File: src/design/lruf_ram.sv
// ----------------------------------------------------------------------------
// lruf_ram
// Simple dual-port RAM: one write port, one read port, registered read data.
// ----------------------------------------------------------------------------
module lruf_ram #(
  parameter int WIDTH = 8,
  parameter int DEPTH = 64
) (
  input  logic                                     clk,
  input  logic                                     we,
  input  logic [((DEPTH > 1) ? $clog2(DEPTH) : 1)-1:0] waddr,
  input  logic [WIDTH-1:0]                         wdata,
  input  logic [((DEPTH > 1) ? $clog2(DEPTH) : 1)-1:0] raddr,
  output logic [WIDTH-1:0]                         rdata
);

  logic [WIDTH-1:0] mem [DEPTH];

  always_ff @(posedge clk) begin
    if (we) begin
      mem[waddr] <= wdata;
    end
    rdata <= mem[raddr];
  end

endmodule

File: config.mk
export PLATFORM = sky130hd
export DESIGN_NAME = lruf_ram
export DESIGN_NICKNAME = d
export VERILOG_FILES = /design/src/design/lruf_ram.sv
export SDC_FILE = /design/constraint.sdc
export NUM_CORES = 1
export LEC_CHECK = 0
export BUFFER_PORTS_ARGS = -buffer_cell sky130_fd_sc_hd__buf_4
export CAP_MARGIN = 30
export CORE_ASPECT_RATIO = 0.7
export CORE_MARGIN = 1.5
export CORE_UTILIZATION = 40
export CTS_CLUSTER_SIZE = 10
export DETAILED_ROUTE_END_ITERATION = 12
export PLACE_DENSITY = 0.58
export SYNTH_ARGS = -nofsm -noshare
export SYNTH_HDL_FRONTEND = slang
export SYNTH_SLANG_ARGS = --single-unit
File: constraint.sdc
create_clock -name clk -period 2.27 [get_ports clk]
set_clock_uncertainty 0.2 [all_clocks]
set_input_delay 0.1135 -clock clk [delete_from_list [all_inputs] [get_ports clk]]
set_output_delay 0.1135 -clock clk [all_outputs]
set_load 0.05 [all_outputs]
==> summary.md <==
| Metric | Value |
|---|---|
| Design Area, Final | `23,700 um2` |
| Row count | `just under 70` |
| Total wire length | `between 40,000 and 50,000 um` |
| Max H-tree Level | `2` |
| Gate power share | `5.9%` |
| Setup violators final | `0` |
| Die area | `51,800 um2` |
| Die Ht | `191 um` |
| Clock slew at reported path FFs | `approximately 0.06 ns` |
| Syn_area_per_cell | `21.5 um2` |
| Initial antenna violation count | `0` |
| Final net count | `1,141` |
| Final Core Density | `around 48%` |
| Bufs on Longest Clock Path | `3` |
| CTS tree | `built` |
| Final hold vios | `0` |
| # diodes | `0` |
| Sequential power share | `53.4%` |
| Max cap viols | `0` |
| P_sw | `4.21 mW` |
| Critical path startpoint category | `flip-flop` |
| Min Tclk post-route | `2.20 ns` |
| Critical Path AT | `2.46 ns` |
| Yosys warning count | `0` |
| Period utilization | `97.0%` |
| DRT antenna net count | `0` |
| Vias per cell | `5.50` |
| Area Growth Syn to Fin | `17.6%` |
| Synth area leader | `edfxtp_1` |
| First DRT Iteration DRCs | `1,178` |
| Critical path fanouts, max | `1` |
| Ranking of synthesized cells by area | `edfxtp_1, mux4_2, nor2_1` |
| Post-DP Area | `21,900 um2` |
| Data required time at the worst endpoint | `2.53 ns` |
| Switch share | `21.0%` |
| Synth cell count leaders | `edfxtp_1, mux4_2, nor2_1` |
| Layout cells sized above 1 | `31.1%` |
| DR WL/cell | `26.2 um` |
| Crit path kind | `flip-flop to flip-flop` |
| GR Overflow Total | `0` |
| Port Buffers | `29` |
| Leakage | `7.61 nW` |
| Worst-Skew Late Latency | `0.58 ns` |
| Synth unique cells | `40` |
| GR Util All Layers | `18.7%` |
| CP endpoint kind | `flip-flop` |
| HPWL Detailed | `29,900 um` |
| Crit-path slowest cell | `mux4_2` |
| Top-count cell post-synth | `edfxtp_1` |
| Clk pwr share | `40.8%` |
| Post-synth top area share | `about three quarters` |
| Critical Path Max Stage Delay | `around 0.46 ns` |
| Slew Limit Fails | `0` |
| Number of synthesized flops with an enable pin | `512` |
| Most used DFF post-synth | `edfxtp_1` |
| CTS Root Cell | `clkbuf_16` |
| Least-Margin Pin Slew | `0.765 ns` |
| Cells along the critical path | `mux4_2 -> mux2_2 -> o221a_2 -> nor3_2 -> o32ai_1` |
| Worst vdd rail ir drop | `0.000529 V` |
| Largest net degree at the start of global routing | `65` |
| RSZ-0062 raised after global routing | `no` |
| Peak Freq | `roughly 450 MHz` |
| GP Congestion | `0.800` |
| Internal Power | `15.8 mW` |
| Ports | `30` |
| Async SR Flop Fraction | `0%` |
| Non-Filler Instances | `around 1,800` |
| Core Region | `49,500 um2` |
| Clk sink count | `520` |
| Register bit count reported by yosys | `520` |
| DR pass1 iterations | `5` |
| Pwr dens | `843 nW/um2` |
| Die W | `271 um` |
| Post-synth design cell area | `20,200 um2` |
| Min-delay worst type | `input pin to flip-flop` |
| Mapped Cells | `940` |
| Placed Instances | `1,706` |
| Vias in the first global route | `10,200` |
| Seq/Total Area, Yosys | `between 70% and 80%` |
| Status | `finished clean` |
| CTS Buf Count | `57` |
| Worst slew margin | `49.0%` |
| Fill count | `just over 4,000` |
| Vias | `roughly 9,900` |
| Starting Density | `40.7%` |
| Drc violations | `0` |
| Syn nets | `962` |
| First-pass GRT wire length | `70,100 um` |
| Postcts setup bufs | `0` |
-- registers in the layout, indices dropped and copies added (netlist names) --
signal / flops
rdata: 8
mem: 512
-- final timing paths --
| path | slack (ns) | end | depth (start not counted) | from |
|---|---|---|---|---|
| max | 0.07 | rdata[4]$_DFF_P_ | 5 | mem[21][4]$_DFFE_PP_ |
| min | 0.04 | mem[56][7]$_DFFE_PP_ | 3 | waddr[3] |
| max reg2reg | 0.07 | rdata[4]$_DFF_P_ | 5 | mem[21][4]$_DFFE_PP_ |
| min reg2reg | 0.63 | rdata[4]$_DFF_P_ | 3 | mem[30][4]$_DFFE_PP_ |
-- stage by stage --
stage	worst slack, ns	power (mW)	hold slack (ns)	setup TNS, ns
floorplan	0.289	11.5	0.0124	0
global placement	-0.311	12.0	0.335	-0.922
detailed placement	-0.293	12.0	0.333	-0.866
CTS	0.0540	20.2	0.0122	0
global route	0.0372	20.6	0.0741	0
finish	0.0684	20.0	0.0438	0
-- kinds of logic after synthesis --
group / count (synthesis) / share of synthesized area, %
simple gates: 153 / 3.39
compound gates: 54 / 2.07
flops: 520 / 77.0
buf+inv: 51 / 1.57
mux: 162 / 15.9
-- cell type report --
type / instances / area (um2) / share of cell area, %
sequential: 520 / 15500 / 65.5
multi-input combinational: 369 / 4330 / 18.2
clock buffer: 83 / 1570 / 6.60
timing repair buffer: 171 / 1450 / 6.11
tap: 665 / 832 / 3.51
clock inverter: 1 / 8.76 / 0.0369
-- worst max-delay path, delay by kind of cell (launching register included) --
kind	cells	cell delay, ns
muxes	2	0.77
DFF	1	0.37
AOI/OAI and AO/OA	2	0.43
and+or+nand+nor	1	0.30
-- layer usage --
| metal | GRT usage (%) | part of all wire (%) | vias up | wire (um) |
|---|---|---|---|---|
| li1 | - | - | 4275 | - |
| met1 | 30.0 | 50 | 5299 | 23500 |
| met2 | 25.9 | 42 | 315 | 19900 |
| met3 | 3.64 | 6.6 | 59 | 3130 |
| met4 | 4.85 | 1.9 | 0 | 887 |
| met5 | 0 | 0 | - | 0 |
-- power by group through the flow --
stage / sequential (mW) / clock (mW) / combinational, mW
2_1_floorplan: 10.9 / 0 / 0.566
3_3_place_gp: 10.9 / 0 / 1.15
3_5_place_dp: 10.9 / 0 / 1.16
4_1_cts: 10.7 / 8.31 / 1.19
5_1_grt: 10.7 / 8.68 / 1.25
6_report: 10.7 / 8.15 / 1.17
-- timing repair --
| action | CTS | global route |
|---|---|---|
| resized for setup | 2 | 1 |
| gates cloned | 0 | 0 |
| endpoints found under the hold margin | 570 | 0 |
| hold buffers | 20 | 0 |
| pin swaps | 0 | 0 |
| setup endpoints to repair | 2 | 7 |
-- placed cells by master (no fill, tap or decap), drive strengths merged --
master         n
o21a           2
nand2         19
a31oi          1
o311ai         1
o221a          2
buf          151
nand3         13
o22ai          8
nand2b         7
nand4          2
mux4         126
a211oi         4
nor2          83
o21ai          4
nor2b         14
o2111ai        3
mux2          13
inv            1
a2111oi        2
a21oi          3
o41ai          2
o32ai          2
and2           1
edfxtp       512
nor3           7
or3            1
o2bb2ai        3
a221oi         6
nand4b         1
o221ai         8
dlygate4sd3   19
mux2i         23
dfxtp          8
nand3b         3
a22oi          3
nor4           2
clkbuf        84
Power figures use the tool's default switching activity.
